<file path="src/rtl/nbl_pkg.sv">
// Shared types, character codes and reset values for the N-Triples byte lexer.
`default_nettype none
package nbl_pkg;

    localparam int FLEN_W = 16;
    localparam int LINE_W = 32;

    localparam logic [7:0] CHAR_TAB    = 8'h09;
    localparam logic [7:0] CHAR_NL     = 8'h0A;
    localparam logic [7:0] CHAR_SPACE  = 8'h20;
    localparam logic [7:0] CHAR_QUOTE  = 8'h22;
    localparam logic [7:0] CHAR_HASH   = 8'h23;
    localparam logic [7:0] CHAR_DOT    = 8'h2E;
    localparam logic [7:0] CHAR_LT     = 8'h3C;
    localparam logic [7:0] CHAR_GT     = 8'h3E;
    localparam logic [7:0] CHAR_BSLASH = 8'h5C;

    localparam logic [FLEN_W-1:0] MAX_FLEN_RESET = 16'd4096;

    typedef enum logic [2:0] {
        MODE_NORMAL  = 3'd0,
        MODE_QUOTE   = 3'd1,
        MODE_BRACKET = 3'd2,
        MODE_COMMENT = 3'd3,
        MODE_AFTER   = 3'd4,
        MODE_ERROR   = 3'd5
    } mode_t;

    typedef enum logic [1:0] {
        KIND_TOKEN = 2'd0,
        KIND_FEND  = 2'd1,
        KIND_TEND  = 2'd2,
        KIND_ERROR = 2'd3
    } kind_t;

    typedef enum logic [2:0] {
        ERR_ESC_AT_END   = 3'd0,
        ERR_OPEN_QUOTE   = 3'd1,
        ERR_OPEN_BRACKET = 3'd2,
        ERR_NO_PERIOD    = 3'd3,
        ERR_JUNK_AFTER   = 3'd4,
        ERR_EARLY_EOL    = 3'd5,
        ERR_UNEXPECTED   = 3'd6,
        ERR_TOO_LONG     = 3'd7
    } err_t;

    typedef struct packed {
        mode_t             mode;
        logic              esc;
        logic [1:0]        fields_done;
        logic              skip;
        logic              at_start;
        logic              content;
        logic              period;
        logic [FLEN_W-1:0] flen;
        logic [LINE_W-1:0] line;
    } parse_state_t;

    typedef struct packed {
        logic              valid;
        kind_t             kind;
        logic [7:0]        tbyte;
        logic [1:0]        field;
        err_t              code;
        logic [LINE_W-1:0] line;
    } lex_result_t;

    localparam parse_state_t STATE_RESET = '{
        mode:        MODE_NORMAL,
        esc:         1'b0,
        fields_done: 2'd0,
        skip:        1'b1,
        at_start:    1'b1,
        content:     1'b0,
        period:      1'b0,
        flen:        '0,
        line:        32'd1
    };

endpackage
`default_nettype wire

</file>
<file path="src/rtl/nbl_step.sv">
// Per-byte lexer decision: next parse state and at most one result.
`default_nettype none
module nbl_step (
    input  wire nbl_pkg::parse_state_t          st,
    input  wire logic [7:0]                     in_byte,
    input  wire logic                           eos,
    input  wire logic [nbl_pkg::FLEN_W-1:0]     max_len,
    output nbl_pkg::parse_state_t               nxt,
    output nbl_pkg::lex_result_t                res
);

    logic                        is_blank;
    logic                        is_nl;
    logic                        app_ok;
    logic                        app_req;
    logic [nbl_pkg::LINE_W-1:0]  line_inc;
    logic                        skip_eff;
    logic                        done;

    assign is_blank = (in_byte == nbl_pkg::CHAR_SPACE) || (in_byte == nbl_pkg::CHAR_TAB);
    assign is_nl    = (in_byte == nbl_pkg::CHAR_NL);
    assign app_ok   = (st.flen < max_len);
    assign line_inc = (st.line == '1) ? st.line : st.line + 32'd1;

    always_comb
    begin
        nxt       = st;
        res       = '0;
        res.line  = st.line;
        res.field = st.fields_done;
        app_req   = 1'b0;
        skip_eff  = st.skip;
        done      = 1'b0;

        if (eos || (in_byte == 8'd0))
        begin
            if (st.mode != nbl_pkg::MODE_ERROR)
            begin
                if (st.esc)
                begin
                    res.valid = 1'b1;
                    res.kind  = nbl_pkg::KIND_ERROR;
                    res.code  = nbl_pkg::ERR_ESC_AT_END;
                end
                else if (st.mode == nbl_pkg::MODE_AFTER)
                begin
                    res.valid = 1'b1;
                    if (st.period)
                    begin
                        res.kind  = nbl_pkg::KIND_TEND;
                        res.field = 2'd2;
                    end
                    else
                    begin
                        res.kind = nbl_pkg::KIND_ERROR;
                        res.code = nbl_pkg::ERR_NO_PERIOD;
                    end
                end
            end
            nxt = nbl_pkg::STATE_RESET;
        end
        else
        begin
            unique case (st.mode)
                nbl_pkg::MODE_ERROR:
                begin
                end
                nbl_pkg::MODE_COMMENT:
                begin
                    if (is_nl)
                    begin
                        nxt.line = line_inc;
                        nxt.mode = nbl_pkg::MODE_NORMAL;
                    end
                end
                nbl_pkg::MODE_AFTER:
                begin
                    if (is_nl)
                    begin
                        res.valid = 1'b1;
                        if (!st.period)
                        begin
                            res.kind = nbl_pkg::KIND_ERROR;
                            res.code = nbl_pkg::ERR_NO_PERIOD;
                            nxt.mode = nbl_pkg::MODE_ERROR;
                        end
                        else
                        begin
                            res.kind        = nbl_pkg::KIND_TEND;
                            res.field       = 2'd2;
                            nxt.line        = line_inc;
                            nxt.mode        = nbl_pkg::MODE_NORMAL;
                            nxt.fields_done = 2'd0;
                            nxt.at_start    = 1'b1;
                            nxt.content     = 1'b0;
                            nxt.period      = 1'b0;
                            nxt.flen        = '0;
                        end
                    end
                    else if (is_blank)
                    begin
                    end
                    else if ((in_byte == nbl_pkg::CHAR_DOT) && !st.period)
                    begin
                        nxt.period = 1'b1;
                    end
                    else
                    begin
                        res.valid = 1'b1;
                        res.kind  = nbl_pkg::KIND_ERROR;
                        res.code  = nbl_pkg::ERR_JUNK_AFTER;
                        nxt.mode  = nbl_pkg::MODE_ERROR;
                    end
                end
                nbl_pkg::MODE_NORMAL, nbl_pkg::MODE_QUOTE, nbl_pkg::MODE_BRACKET:
                begin
                    if (st.esc)
                    begin
                        nxt.esc = 1'b0;
                        app_req = 1'b1;
                    end
                    else if (in_byte == nbl_pkg::CHAR_BSLASH)
                    begin
                        // backslash marks content but leaves blank skipping alone
                        app_req = 1'b1;
                        if (app_ok)
                        begin
                            nxt.esc     = 1'b1;
                            nxt.content = 1'b1;
                        end
                    end
                    else if (st.mode != nbl_pkg::MODE_NORMAL)
                    begin
                        if (is_nl)
                        begin
                            res.valid = 1'b1;
                            res.kind  = nbl_pkg::KIND_ERROR;
                            res.code  = (st.mode == nbl_pkg::MODE_QUOTE) ?
                                        nbl_pkg::ERR_OPEN_QUOTE : nbl_pkg::ERR_OPEN_BRACKET;
                            nxt.mode  = nbl_pkg::MODE_ERROR;
                        end
                        else
                        begin
                            app_req = 1'b1;
                            if (app_ok &&
                                (((st.mode == nbl_pkg::MODE_QUOTE) &&
                                  (in_byte == nbl_pkg::CHAR_QUOTE)) ||
                                 ((st.mode == nbl_pkg::MODE_BRACKET) &&
                                  (in_byte == nbl_pkg::CHAR_GT))))
                            begin
                                nxt.mode = nbl_pkg::MODE_NORMAL;
                            end
                        end
                    end
                    else
                    begin
                        if (st.skip)
                        begin
                            if (is_blank)
                            begin
                                done = 1'b1;
                            end
                            else if ((in_byte == nbl_pkg::CHAR_HASH) && st.at_start)
                            begin
                                nxt.mode = nbl_pkg::MODE_COMMENT;
                                done     = 1'b1;
                            end
                            else
                            begin
                                nxt.at_start = 1'b0;
                                nxt.skip     = 1'b0;
                                skip_eff     = 1'b0;
                            end
                        end
                        if (!done && !skip_eff)
                        begin
                            if (is_blank ||
                                ((in_byte == nbl_pkg::CHAR_DOT) && (st.fields_done == 2'd2)))
                            begin
                                nxt.skip  = 1'b1;
                                res.valid = 1'b1;
                                res.kind  = nbl_pkg::KIND_FEND;
                                if (st.fields_done < 2'd2)
                                begin
                                    nxt.fields_done = st.fields_done + 2'd1;
                                end
                                else
                                begin
                                    nxt.mode   = nbl_pkg::MODE_AFTER;
                                    nxt.period = (in_byte == nbl_pkg::CHAR_DOT);
                                end
                                nxt.flen = '0;
                            end
                            else if ((in_byte == nbl_pkg::CHAR_QUOTE) ||
                                     (in_byte == nbl_pkg::CHAR_LT))
                            begin
                                app_req = 1'b1;
                                if (app_ok)
                                begin
                                    nxt.mode    = (in_byte == nbl_pkg::CHAR_QUOTE) ?
                                                  nbl_pkg::MODE_QUOTE : nbl_pkg::MODE_BRACKET;
                                    nxt.content = 1'b1;
                                end
                            end
                            else if (is_nl)
                            begin
                                if (st.content)
                                begin
                                    res.valid = 1'b1;
                                    res.kind  = nbl_pkg::KIND_ERROR;
                                    res.code  = nbl_pkg::ERR_EARLY_EOL;
                                    nxt.mode  = nbl_pkg::MODE_ERROR;
                                end
                                else
                                begin
                                    nxt.line     = line_inc;
                                    nxt.skip     = 1'b1;
                                    nxt.at_start = 1'b1;
                                end
                            end
                            else
                            begin
                                res.valid = 1'b1;
                                res.kind  = nbl_pkg::KIND_ERROR;
                                res.code  = nbl_pkg::ERR_UNEXPECTED;
                                nxt.mode  = nbl_pkg::MODE_ERROR;
                            end
                        end
                    end
                end
                default:
                begin
                end
            endcase

            if (app_req)
            begin
                res.valid = 1'b1;
                if (app_ok)
                begin
                    nxt.flen  = st.flen + 16'd1;
                    res.kind  = nbl_pkg::KIND_TOKEN;
                    res.tbyte = in_byte;
                end
                else
                begin
                    res.kind = nbl_pkg::KIND_ERROR;
                    res.code = nbl_pkg::ERR_TOO_LONG;
                    nxt.mode = nbl_pkg::MODE_ERROR;
                end
            end
        end
    end

endmodule
`default_nettype wire

</file>
<file path="src/rtl/nbl_outreg.sv">
// Result register on the master side; holds a beat until it is taken.
`default_nettype none
module nbl_outreg (
    input  wire logic                  clk,
    input  wire logic                  rst_n,
    input  wire logic                  load,
    input  wire nbl_pkg::lex_result_t  res,
    output logic                       free,
    output logic                       m_axis_tvalid,
    input  wire logic                  m_axis_tready,
    output logic [47:0]                m_axis_tdata,  // token_byte, field_index, error_code, line_number
    output logic [1:0]                 m_axis_tuser   // kind
);

    logic                  valid_reg;
    logic                  valid_next;
    nbl_pkg::lex_result_t  data_reg;

    assign free       = !valid_reg || m_axis_tready;
    assign valid_next = load ? 1'b1 : (m_axis_tready ? 1'b0 : valid_reg);

    always_ff @(posedge clk or negedge rst_n)
    begin
        if (!rst_n)
        begin
            valid_reg <= 1'b0;
        end
        else
        begin
            valid_reg <= valid_next;
        end
    end

    always_ff @(posedge clk)
    begin
        if (load)
        begin
            data_reg <= res;
        end
    end

    assign m_axis_tvalid = valid_reg;
    assign m_axis_tuser  = data_reg.kind;
    assign m_axis_tdata  = {3'b000, data_reg.line, data_reg.code, data_reg.field, data_reg.tbyte};

endmodule
`default_nettype wire

</file>
<file path="src/rtl/ntriples_byte_lexer_unit.sv">
// Top level of the N-Triples byte lexer: input register, parse state, result register.
//
//  channel   dir  beat contents
//  s_axis    in   tdata[7:0] in_byte, tlast end_of_stream
//  m_axis    out  tdata token_byte/field_index/error_code/line_number, tuser kind
//  cfg       in   cfg_we + cfg_wdata: max_field_length
//
// One beat per cycle unless stalled; a byte with a result moves from the input register
// to the result register. The parse state updates as the byte leaves the input register,
// so the per-byte decision logic is the only loop. Reset puts the parser at line 1 between
// fields with max_field_length 4096. A stalled result register holds the input register.
`default_nettype none
module ntriples_byte_lexer_unit (
    input  wire logic        clk,
    input  wire logic        rst_n,
    input  wire logic        s_axis_tvalid,
    output logic             s_axis_tready,
    input  wire logic [7:0]  s_axis_tdata,   // in_byte
    input  wire logic        s_axis_tlast,   // end_of_stream
    output logic             m_axis_tvalid,
    input  wire logic        m_axis_tready,
    output logic [47:0]      m_axis_tdata,   // token_byte, field_index, error_code, line_number
    output logic [1:0]       m_axis_tuser,   // kind
    input  wire logic        cfg_we,
    input  wire logic [15:0] cfg_wdata       // max_field_length
);

    logic                          in_valid_reg;
    logic                          in_valid_next;
    logic [7:0]                    in_byte_reg;
    logic                          in_eos_reg;
    logic [nbl_pkg::FLEN_W-1:0]    max_len_reg;
    nbl_pkg::parse_state_t         st_reg;
    nbl_pkg::parse_state_t         st_next;
    nbl_pkg::lex_result_t          res;
    logic                          out_free;
    logic                          adv;
    logic                          res_load;
    logic                          s_accept;

    assign adv           = in_valid_reg && out_free;
    assign res_load      = adv && res.valid;
    assign s_axis_tready = !in_valid_reg || out_free;
    assign s_accept      = s_axis_tvalid && s_axis_tready;
    assign in_valid_next = s_accept ? 1'b1 : (adv ? 1'b0 : in_valid_reg);

    always_ff @(posedge clk or negedge rst_n)
    begin
        if (!rst_n)
        begin
            in_valid_reg <= 1'b0;
            max_len_reg  <= nbl_pkg::MAX_FLEN_RESET;
            st_reg       <= nbl_pkg::STATE_RESET;
        end
        else
        begin
            in_valid_reg <= in_valid_next;
            if (cfg_we)
            begin
                max_len_reg <= cfg_wdata;
            end
            if (adv)
            begin
                st_reg <= st_next;
            end
        end
    end

    always_ff @(posedge clk)
    begin
        if (s_accept)
        begin
            in_byte_reg <= s_axis_tdata;
            in_eos_reg  <= s_axis_tlast;
        end
    end

    nbl_step u_step (
        .st      (st_reg),
        .in_byte (in_byte_reg),
        .eos     (in_eos_reg),
        .max_len (max_len_reg),
        .nxt     (st_next),
        .res     (res)
    );

    nbl_outreg u_outreg (
        .clk           (clk),
        .rst_n         (rst_n),
        .load          (res_load),
        .res           (res),
        .free          (out_free),
        .m_axis_tvalid (m_axis_tvalid),
        .m_axis_tready (m_axis_tready),
        .m_axis_tdata  (m_axis_tdata),
        .m_axis_tuser  (m_axis_tuser)
    );

    // once in error, ordinary bytes keep it there silently
    a_err_sticky: assert property (@(posedge clk) disable iff (!rst_n)
        (adv && (st_reg.mode == nbl_pkg::MODE_ERROR) && !in_eos_reg && (in_byte_reg != 8'd0))
        |=> ((st_reg.mode == nbl_pkg::MODE_ERROR) && !res_load))
        else $error("lexer left error mode or produced a beat");

    // an error beat from an ordinary byte parks the parser in error mode
    a_err_enters: assert property (@(posedge clk) disable iff (!rst_n)
        (res_load && (res.kind == nbl_pkg::KIND_ERROR) && !in_eos_reg && (in_byte_reg != 8'd0))
        |=> (st_reg.mode == nbl_pkg::MODE_ERROR))
        else $error("error beat without error mode");

    a_state_range: assert property (@(posedge clk) disable iff (!rst_n)
        (st_reg.fields_done != 2'd3) && (st_reg.line != '0))
        else $error("field count or line counter out of range");

endmodule
`default_nettype wire

</file>
<file path="config.mk">
export PLATFORM = sky130hd
export DESIGN_NAME = ntriples_byte_lexer_unit
export DESIGN_NICKNAME = d
export VERILOG_FILES = /design/src/rtl/nbl_pkg.sv /design/src/rtl/nbl_step.sv /design/src/rtl/nbl_outreg.sv /design/src/rtl/ntriples_byte_lexer_unit.sv
export SDC_FILE = /design/constraint.sdc
export NUM_CORES = 1
export LEC_CHECK = 0
export BUFFER_PORTS_ARGS = -buffer_cell sky130_fd_sc_hd__buf_2
export CORE_MARGIN = 2
export CORE_UTILIZATION = 30
export DETAILED_ROUTE_END_ITERATION = 10
export GPL_TIMING_DRIVEN = 0
export PLACE_DENSITY = 0.44
export SLEW_MARGIN = 0
export SYNTH_ARGS = -nofsm -noshare
export SYNTH_HDL_FRONTEND = slang
export SYNTH_SLANG_ARGS = --single-unit
</file>
<file path="constraint.sdc">
create_clock -name clk -period 7.07 [get_ports clk]
set_clock_uncertainty 0.05 [all_clocks]
set_input_delay 1.414 -clock clk [delete_from_list [all_inputs] [get_ports clk]]
set_output_delay 1.414 -clock clk [all_outputs]
set_load 0.02 [all_outputs]
</file>
# --- Word-level counts from Yosys, hierarchy flattened ---
# Index checks and enable logic that the tools add are counted.
word_totals:
  regBits: 132
  in_bits: 30
  out_inout_bits: 52
  elab_cells: 249
op_classes:
  n_addsub: 3
  n_lt_le_gt_ge: 2
  n_eq_ne: 39
  mux: 148
  bitwise: 2
  reduce_logical: 36
ops:
  columns: ["operator", "count"]
  rows:
  - ["2-to-1 mux 32 bit", 6]
  - ["2-to-1 mux 54 bit", 3]
  - ["2-to-1 mux 3 bit", 53]
  - ["case mux 32 bit (3 select lines)", 1]
  - ["2-to-1 mux 2 bit", 32]
  - ["2-to-1 mux 58 bit", 1]
  - ["2-to-1 mux 51 bit", 1]
  - ["2-to-1 mux 49 bit", 1]
  - ["equality test 8 x 6 -> 1 bit, second input constant", 6]
  - ["2-to-1 mux 48 bit", 1]
  - ["case mux 19 bit (2 select lines)", 1]
  - ["2-to-1 mux 1 bit", 35]
  - ["adder 32 x 1 -> 32 bit, second input constant", 1]
  - ["equality test 32 bit, second input constant", 1]
  - ["2-to-1 mux 16 bit", 2]
  - ["inequality test 3 x 2 -> 1 bit, second input constant", 9]
  - ["AND reduction 10 bit", 2]
  - ["2-to-1 mux 17 bit", 1]
  - ["adder 16 x 1 -> 16 bit, second input constant", 1]
  - ["equality test 8 x 4 -> 1 bit, second input constant", 2]
  - ["less-than comparator 16 bit", 1]
  - ["inequality test 4 x 2 -> 1 bit, second input constant", 4]
  - ["2-to-1 mux 5 bit", 3]
  - ["inequality test 3 x 1 -> 1 bit, second input constant", 5]
  - ["other kinds (32)", 57]

# --- Logic depth before layout (Yosys ltp) ---
# Gate-level depths: netlist of run 1.
depth:
  depth_word: 29
  depth_mapped: 10

# --- Modules after synthesis ---
# A second synthesis of run 1 with hierarchy kept.
unflattened:
  cells_unflattened: 732
  area_unflattened_um2: 7776.2
modules_own_cells:
  columns: ["module", "instances", "cells_per_inst", "area_each_um2", "seq_area_each_um2"]
  rows:
  - ["ntriples_byte_lexer_unit", 1, 171, 3148.0, 2152.1]
  - ["nbl_step", 1, 507, 3143.0, 0.0]
  - ["nbl_outreg", 1, 54, 1485.2, 1436.4]

# --- Least setup slack after synthesis of run 1 ---
# OpenSTA, ideal clock, no wires.
synth_timing:
  kind: "input-to-reg"
  from: "input m_axis_tready"
  to: "register u_outreg.data_reg (netlist bit u_outreg.m_axis_tdata[0]), enable pin"
  setup_ns: 0.410
  arrival_time_ns: 3.158
  required_time_ns: 6.610
  slack_ns: 3.452
  cell_stages: 4
  path_cell_list: "nand2b_1 -> and2_1 -> clkbuf_1 -> and3_1"
synth_between:
  elab_chain_len: 3
synth_rtl:
  columns: ["item", "line", "rtl"]
  rows:
  - ["start: declaration", "ntriples_byte_lexer_unit.sv:21", "input wire logic m_axis_tready,"]
  - ["logical OR 1 bit", "nbl_outreg.sv:19", "assign free = !valid_reg || m_axis_tready;"]
  - ["logical AND 1 bit", "ntriples_byte_lexer_unit.sv:41", "assign adv = in_valid_reg && out_free;"]
  - ["logical AND 1 bit", "ntriples_byte_lexer_unit.sv:42", "assign res_load = adv && res.valid;"]
  - ["via res_load", "ntriples_byte_lexer_unit.sv:38", "logic res_load;"]
  - ["end signal: assignment", "nbl_outreg.sv:38", "data_reg <= res;"]
  - ["end: declaration", "nbl_outreg.sv:17", "nbl_pkg::lex_result_t data_reg;"]
# The timed path passes the listed nets, and every way through them passes these cells.
# A chain may end at the register's enable or synchronous reset.

# --- Final worst setup path of run 1 ---
layout_timing:
  from: "input m_axis_tready"
  to: "register st_reg[22] (netlist name)"
layout_between:
  elab_chain_len: 3
layout_rtl:
  columns: ["item", "line", "rtl"]
  rows:
  - ["logical OR 1 bit", "nbl_outreg.sv:19", null]
  - ["logical AND 1 bit", "ntriples_byte_lexer_unit.sv:41", null]
  - ["AND reduction 13 bit (no source line)", null, null]
  - ["end signal: assignment", "ntriples_byte_lexer_unit.sv:53", "st_reg <= nbl_pkg::STATE_RESET;"]
  - ["end signal: assignment", "ntriples_byte_lexer_unit.sv:64", "st_reg <= st_next;"]
  - ["end: declaration", "ntriples_byte_lexer_unit.sv:33", "nbl_pkg::parse_state_t st_reg;"]
# No other way between the ends.

==> metrics.csv, run 1 <==
metric,value,unit
Leak,3.61,nW
grt peak-use layer,met2,
Tightest Pin Transition,774,ps
Max Fanout on Critical Path,10,
CP max stage delay,460,ps
"flops & latches, synth",132,
Non-Filler Instances,1200,
ant diodes,0,
Flop pwr share,0.354,
post-synthesis cell area,7350,um^2
dpl cells,1168,
"top cells by area, synth","dfrtp_1 25%, edfxtp_1 23%, nand2_1 4.4%",
slowest CP cell,clkbuf_1,
largest net degree at the start of global routing,48,
RSZ-0062 raised after global routing,no,
CTS tree,done,
max capacitance violation total,0,
post-synth top area share,0.245,
initial antenna violation count,0,
"area leader, netlist",dfrtp_1,
Psw,0.00116,W
CP cell instances,buf_2 -> nand2b_1 -> and2_1 -> clkbuf_1 -> nand2_1 -> a21oi_2 -> buf_4 -> nand3_2 -> or3_1 -> a21oi_1,
core box area,24200,um^2
clk sinks,132,
Area Growth Syn to Fin,20.2,%
Setup crit end kind,register,
M1 GR Usage,0.237,
"Avg Cell Area, Syn",9.64,um^2
Rel. slew slack,0.480,
Final #Nets,911,
Final min period,3400,ps
outcome,finished clean,
Bufs on Longest Clock Path,2,
H-tree levels,4,
max FFs per register,58,
M3 GR Usage,0.0305,
critical path type,input port to register,
die area,25800,um^2
clk slew on worst S/H paths,60,ps
via density per instance,5.23,
Worst Hold Class,register to register,
Initial Util,0.304,
port bufs,78,
# hold bufs at CTS,0,
DR iter-0 viols,466,
Final Cycle Share,0.480,
Fmax,294,MHz
routed via count,6272,
combinational power share,0.329,
Congestion Overflow GR,0,
Max VDD drop,0.129,mV
DRC viols,0,
met2 usage,0.261,
WP buf/inv,3,
Top Ports,82,
yosys warns,0,
Yosys cell types,83,
CTS Root Cell,clkbuf_16,
ys async rst share,0.576,
# setup viols final,0,
CP Data Required Time,7360,ps
Routed WL,20900,um
WL per Instance,17.4,um
first-pass GRT wire length,34100,um
Int Pwr,0.00188,W
Clock Latency Late Sink,430,ps
number of setup buffers added after CTS,0,
clock power share,0.318,
prevailing post-synth register cell,dfrtp_1,
Crit path max-delay family,simple AND/OR/NAND/NOR gates,
drt first pass iters,7,
number of synthesized flops with an enable pin,56,
Die H,160,um
routability cong.,0.913,
power per cell area,344,nW/um^2
sequential-to-total area share from yosys stat,0.488,
CTS buffer count,17,
Post-DRT Antenna Nets,0,
vias in the first global route,5919,
setup TNS,0,ps
CP Launch Type,input port,
Final Max Slew Viols,0,
Syn Inst Count,762,
cell row count,57,
endpoints failing hold,0,
post-CTS sizing,0,
Total GRT Usage,0.167,
Detailed Place HPWL,15000,um
share of cells above drive strength 1,0.184,
switch share,0.381,
Synth top cells by count,"86 x nand2_1, 72 x dfrtp_1, 60 x nor2_1",
WP data arrival,3690,ps
most common cell in the netlist,nand2_1,
die width,160,um
-- final cells by class --
cell class | instances | area [um^2]
inverters | 28 | 105
clock buffers | 17 | 425
clock inverters | 15 | 204
multi-input cells | 556 | 3430
flip-flops and latches | 132 | 3590
fillers | 2453 | 15300
repair buffers | 80 | 440
well taps | 324 | 405
plain buffers | 48 | 234
-- routing by layer --
layer  up-vias  routed length (um)
met5         -                   0
met4         0                 399
met1      2994               10100
li1       3049                   -
met2       192                9510
met3        37                 959
-- final timing paths --
kind / from / to / slack [ps] / cells past startpoint
worst max-delay path: m_axis_tready / st_reg[22] / 3670 / 10
min in group asynchronous: rst_n / max_len_reg[0] / 890 / 1
max in group asynchronous: rst_n / max_len_reg[12] / 5430 / 2
worst min-delay path: st_reg[12] / u_outreg.m_axis_tdata[25] / 430 / 0
worst min register to register: st_reg[12] / u_outreg.m_axis_tdata[25] / 430 / 0
worst max register to register: st_reg[45] / u_outreg.m_axis_tdata[10] / 3770 / 9
-- cell families (layout without fill, tap and decap cells) --
| logic type | Yosys count | in the layout | synth area share |
|---|---|---|---|
| DFF | 132 | 132 | 0.488 |
| buffers and inverters | 76 | 188 | 0.0462 |
| AOI/OAI and AO/OA | 198 | 198 | 0.175 |
| muxes | 4 | 4 | 0.00579 |
| adders and majority gates | 18 | 18 | 0.0307 |
| and+or+nand+nor | 320 | 320 | 0.238 |
| xor gates and xnor gates | 13 | 13 | 0.0155 |
| other | 1 | 3 | 0.000510 |
-- power by group through the flow --
stage	Sequential [W]	Combinational (W)	Clock [W]
final	0.00107	0.000999	0.000965
after global routing	0.00110	0.00109	0.00102
after CTS	0.00108	0.00100	0.000984
after detailed placement	0.00109	0.000994	0
after global placement	0.00110	0.000988	0
after floorplan	0.00117	0.000561	0
-- stage by stage --
step	setup WS, ps	area [um^2]	total power (W)	hold slack (ps)	util
after floorplan	3450	7350	0.00173	383	-
final	3670	8830	0.00304	433	0.365
after global routing	3540	8830	0.00321	474	0.365
after CTS	3720	8830	0.00306	436	0.365
after detailed placement	3260	8200	0.00208	421	0.339
after global placement	2360	8150	0.00209	420	0.337
-- layout by cell type (no fill, tap or decap), types with 17 or more instances in the layout --
cell type and instances:
ha_1 18, clkbuf_16 17, nand4_1 27, a21oi_1 53, clkbuf_1 27, inv_1 28
nand2_1 86, edfxtp_1 56, nor2_1 60, nand3_1 30, and3_1 19, dfrtp_1 72
buf_2 84, o21ai_0 49
Power figures use the tool's default switching activity.
==> run 2, diff against run 1 <==
Settings changed: PLACE_DENSITY 0.44 to 0.46.
Clock period 7.07 ns to 2.89 ns, I/O delays scaled along.
==> metrics.csv, run 2 (same netlist as run 1, synthesis figures left out) <==
metric,value,unit,change
R2R setup slack,50,ps,-3720 ps
Routed WL,22300,um,+6.5%
RSZ-0062 raised after global routing,yes,,
CTS tree,done,,
die area,25800,um^2,unchanged
initial antenna violation count,0,,unchanged
"most common cell after layout, fill and taps aside",buf_2,,
CP Data Required Time,2980,ps,-4380 ps
CP Launch Type,register,,
fillers,2454,,+0.041%
Leak,3.72,nW,+3.0%
cells on worst reg2reg path,8,,-1
WP data arrival,2930,ps,-760 ps
clk sinks,132,,unchanged
Fmax,352,MHz,
Clock Latency Late Sink,420,ps,about the same
max FFs per register,58,,unchanged
power per cell area,839,nW/um^2,+140%
die width,160,um,unchanged
DRC viols,0,,unchanged
Worst Hold Class,input port to asynchronous set/reset pin,,
clk slew on worst S/H paths,70,ps,about the same
Bufs on Longest Clock Path,2,,unchanged
RR Startpoint,in_byte_reg[0],,
vias in the first global route,6032,,+1.9%
Detailed Place HPWL,15300,um,+2.4%
Max Fanout on Critical Path,10,,unchanged
slowest CP cell,o41ai_1,,
port bufs,78,,unchanged
Critical Path End,u_outreg.m_axis_tdata[10],,
core box area,24200,um^2,unchanged
drt first pass iters,5,,-2
Final Cycle Share,0.983,,
DP Area,8180,um^2,-0.24%
Setup crit end kind,register,,
largest net degree at the start of global routing,47,,-2.1%
post-layout instance area,9040,um^2,+2.4%
ant diodes,0,,unchanged
Area Growth Syn to Fin,23.1,%,
Multi-input gate area,3570,um^2,+4.1%
DR iter-0 viols,498,,+6.9%
endpoints failing hold,0,,unchanged
Die H,160,um,unchanged
CTS Root Cell,clkbuf_16,,
Top Ports,82,,unchanged
Final Max Slew Viols,0,,unchanged
WL per Instance,18.4,um,+5.4%
Final #Nets,924,,+1.4%
Crit path max-delay family,compound AO/OA/AOI/OAI gates,,
worst reg2reg endpoint,u_outreg.m_axis_tdata[10],,
share of cells above drive strength 1,0.220,,+0.0367
CTS buffer count,17,,unchanged
max capacitance violation total,0,,unchanged
Max VDD drop,0.432,mV,+230%
H-tree levels,4,,unchanged
via density per instance,5.29,,+1.2%
routed via count,6413,,+2.2%
cell row count,57,,unchanged
first-pass GRT wire length,35300,um,+3.5%
WP buf/inv,1,,-2
outcome,finished clean,,
Tightest Pin Transition,835,ps,+61.1 ps
CP cell instances,buf_2 -> and3b_1 -> o211a_1 -> a221oi_2 -> and2_1 -> a21o_1 -> a22oi_1 -> o41ai_1,,
Final Util,0.374,,+0.00869
Final min period,2840,ps,
most frequent cells in the layout,"86 x buf_2, 85 x nand2_1, 71 x dfrtp_1",,
# setup viols final,0,,unchanged
CP max stage delay,550,ps,+90 ps
critical path type,register to register,,
routability cong.,0.886,,-2.9%
Total GRT Usage,0.175,,+0.00729
Congestion Overflow GR,0,,unchanged
Post-DRT Antenna Nets,0,,unchanged
register area,3590,um^2,about the same
Rel. slew slack,0.439,,-0.0415
CP Launch Point,in_byte_reg[0],,
Initial Util,0.304,,unchanged
CP Depth,8,,-2
run 2: changes by cell type in the layout (fill, tap and decap cells not counted), sizes merged:
| cell | before | now |
|---|---|---|
| inv | 31 | 35 |
| and3 | 22 | 25 |
| bufinv | 4 | 3 |
| clkinvlp | 4 | 1 |
| buf | 101 | 112 |
| clkbuf | 44 | 43 |
run 2: final cells by class:
type	instances	share of cell area
inverter	28	0.0116
multi-input combinational	559	0.395
clock inverter	15	0.0216
buffer	48	0.0274
tap	324	0.0448
timing repair buffer	90	0.0556
sequential	132	0.397
clock buffer	17	0.0471
run 2: repair_timing:
item,CTS,global route
pin swaps,3,4
setup endpoints to repair,101,96
hold buffers,0,0
setup buffers,0,11
cloned,2,1
endpoints found under the hold margin,0,0
resized for setup,19,20
run 2: per-layer routing:
layer,global-route usage,share of wire,up-vias,wire length [um]
li1,-,-,3089,-
met1,0.253,0.49,3077,10900
met2,0.268,0.44,221,9870
met3,0.0297,0.054,26,1200
met4,0.0524,0.016,0,350
met5,0,0,-,0
run 2: how the worst min path moves through the flow:
| stage | startpoint | end | cells past startpoint |
|---|---|---|---|
| floorplan | rst_n | in_valid_reg | 0 |
| global placement | st_reg[12] | u_outreg.m_axis_tdata[25] | 0 |
| global route | rst_n | st_reg[34] | 1 |
| CTS | rst_n | st_reg[32] | 1 |
| detailed placement | st_reg[12] | u_outreg.m_axis_tdata[25] | 0 |
| finish | rst_n | st_reg[34] | 1 |
run 2: worst register-to-register path, cell delays in order, from the launching register on:
cell      delay (ps)
edfxtp_1         390
buf_2            200
and3b_1          200
o211a_1          320
a221oi_2         300
and2_1           340
a21o_1           160
a22oi_1           60
o41ai_1          550
run 2: metrics by stage:
step | setup TNS (ps) | worst slack, ps | instances | hold slack [ps] | power (W)
after floorplan | 0 | 240 | 764 | 232 | 0.00423
after global placement | -36690 | -552 | 1166 | 413 | 0.00511
after detailed placement | -34630 | -514 | 1167 | 421 | 0.00509
after CTS | 0 | 1.66 | 1201 | 83.5 | 0.00753
after global routing | -57.6 | -16.1 | 1213 | 92.9 | 0.00802
final | 0 | 50.3 | 1213 | 61.3 | 0.00758
run 2: report_power, final:
group          switching, W  internal, W
clock              0.000931      0.00139
combinational       0.00179     0.000841
sequential         0.000239      0.00239
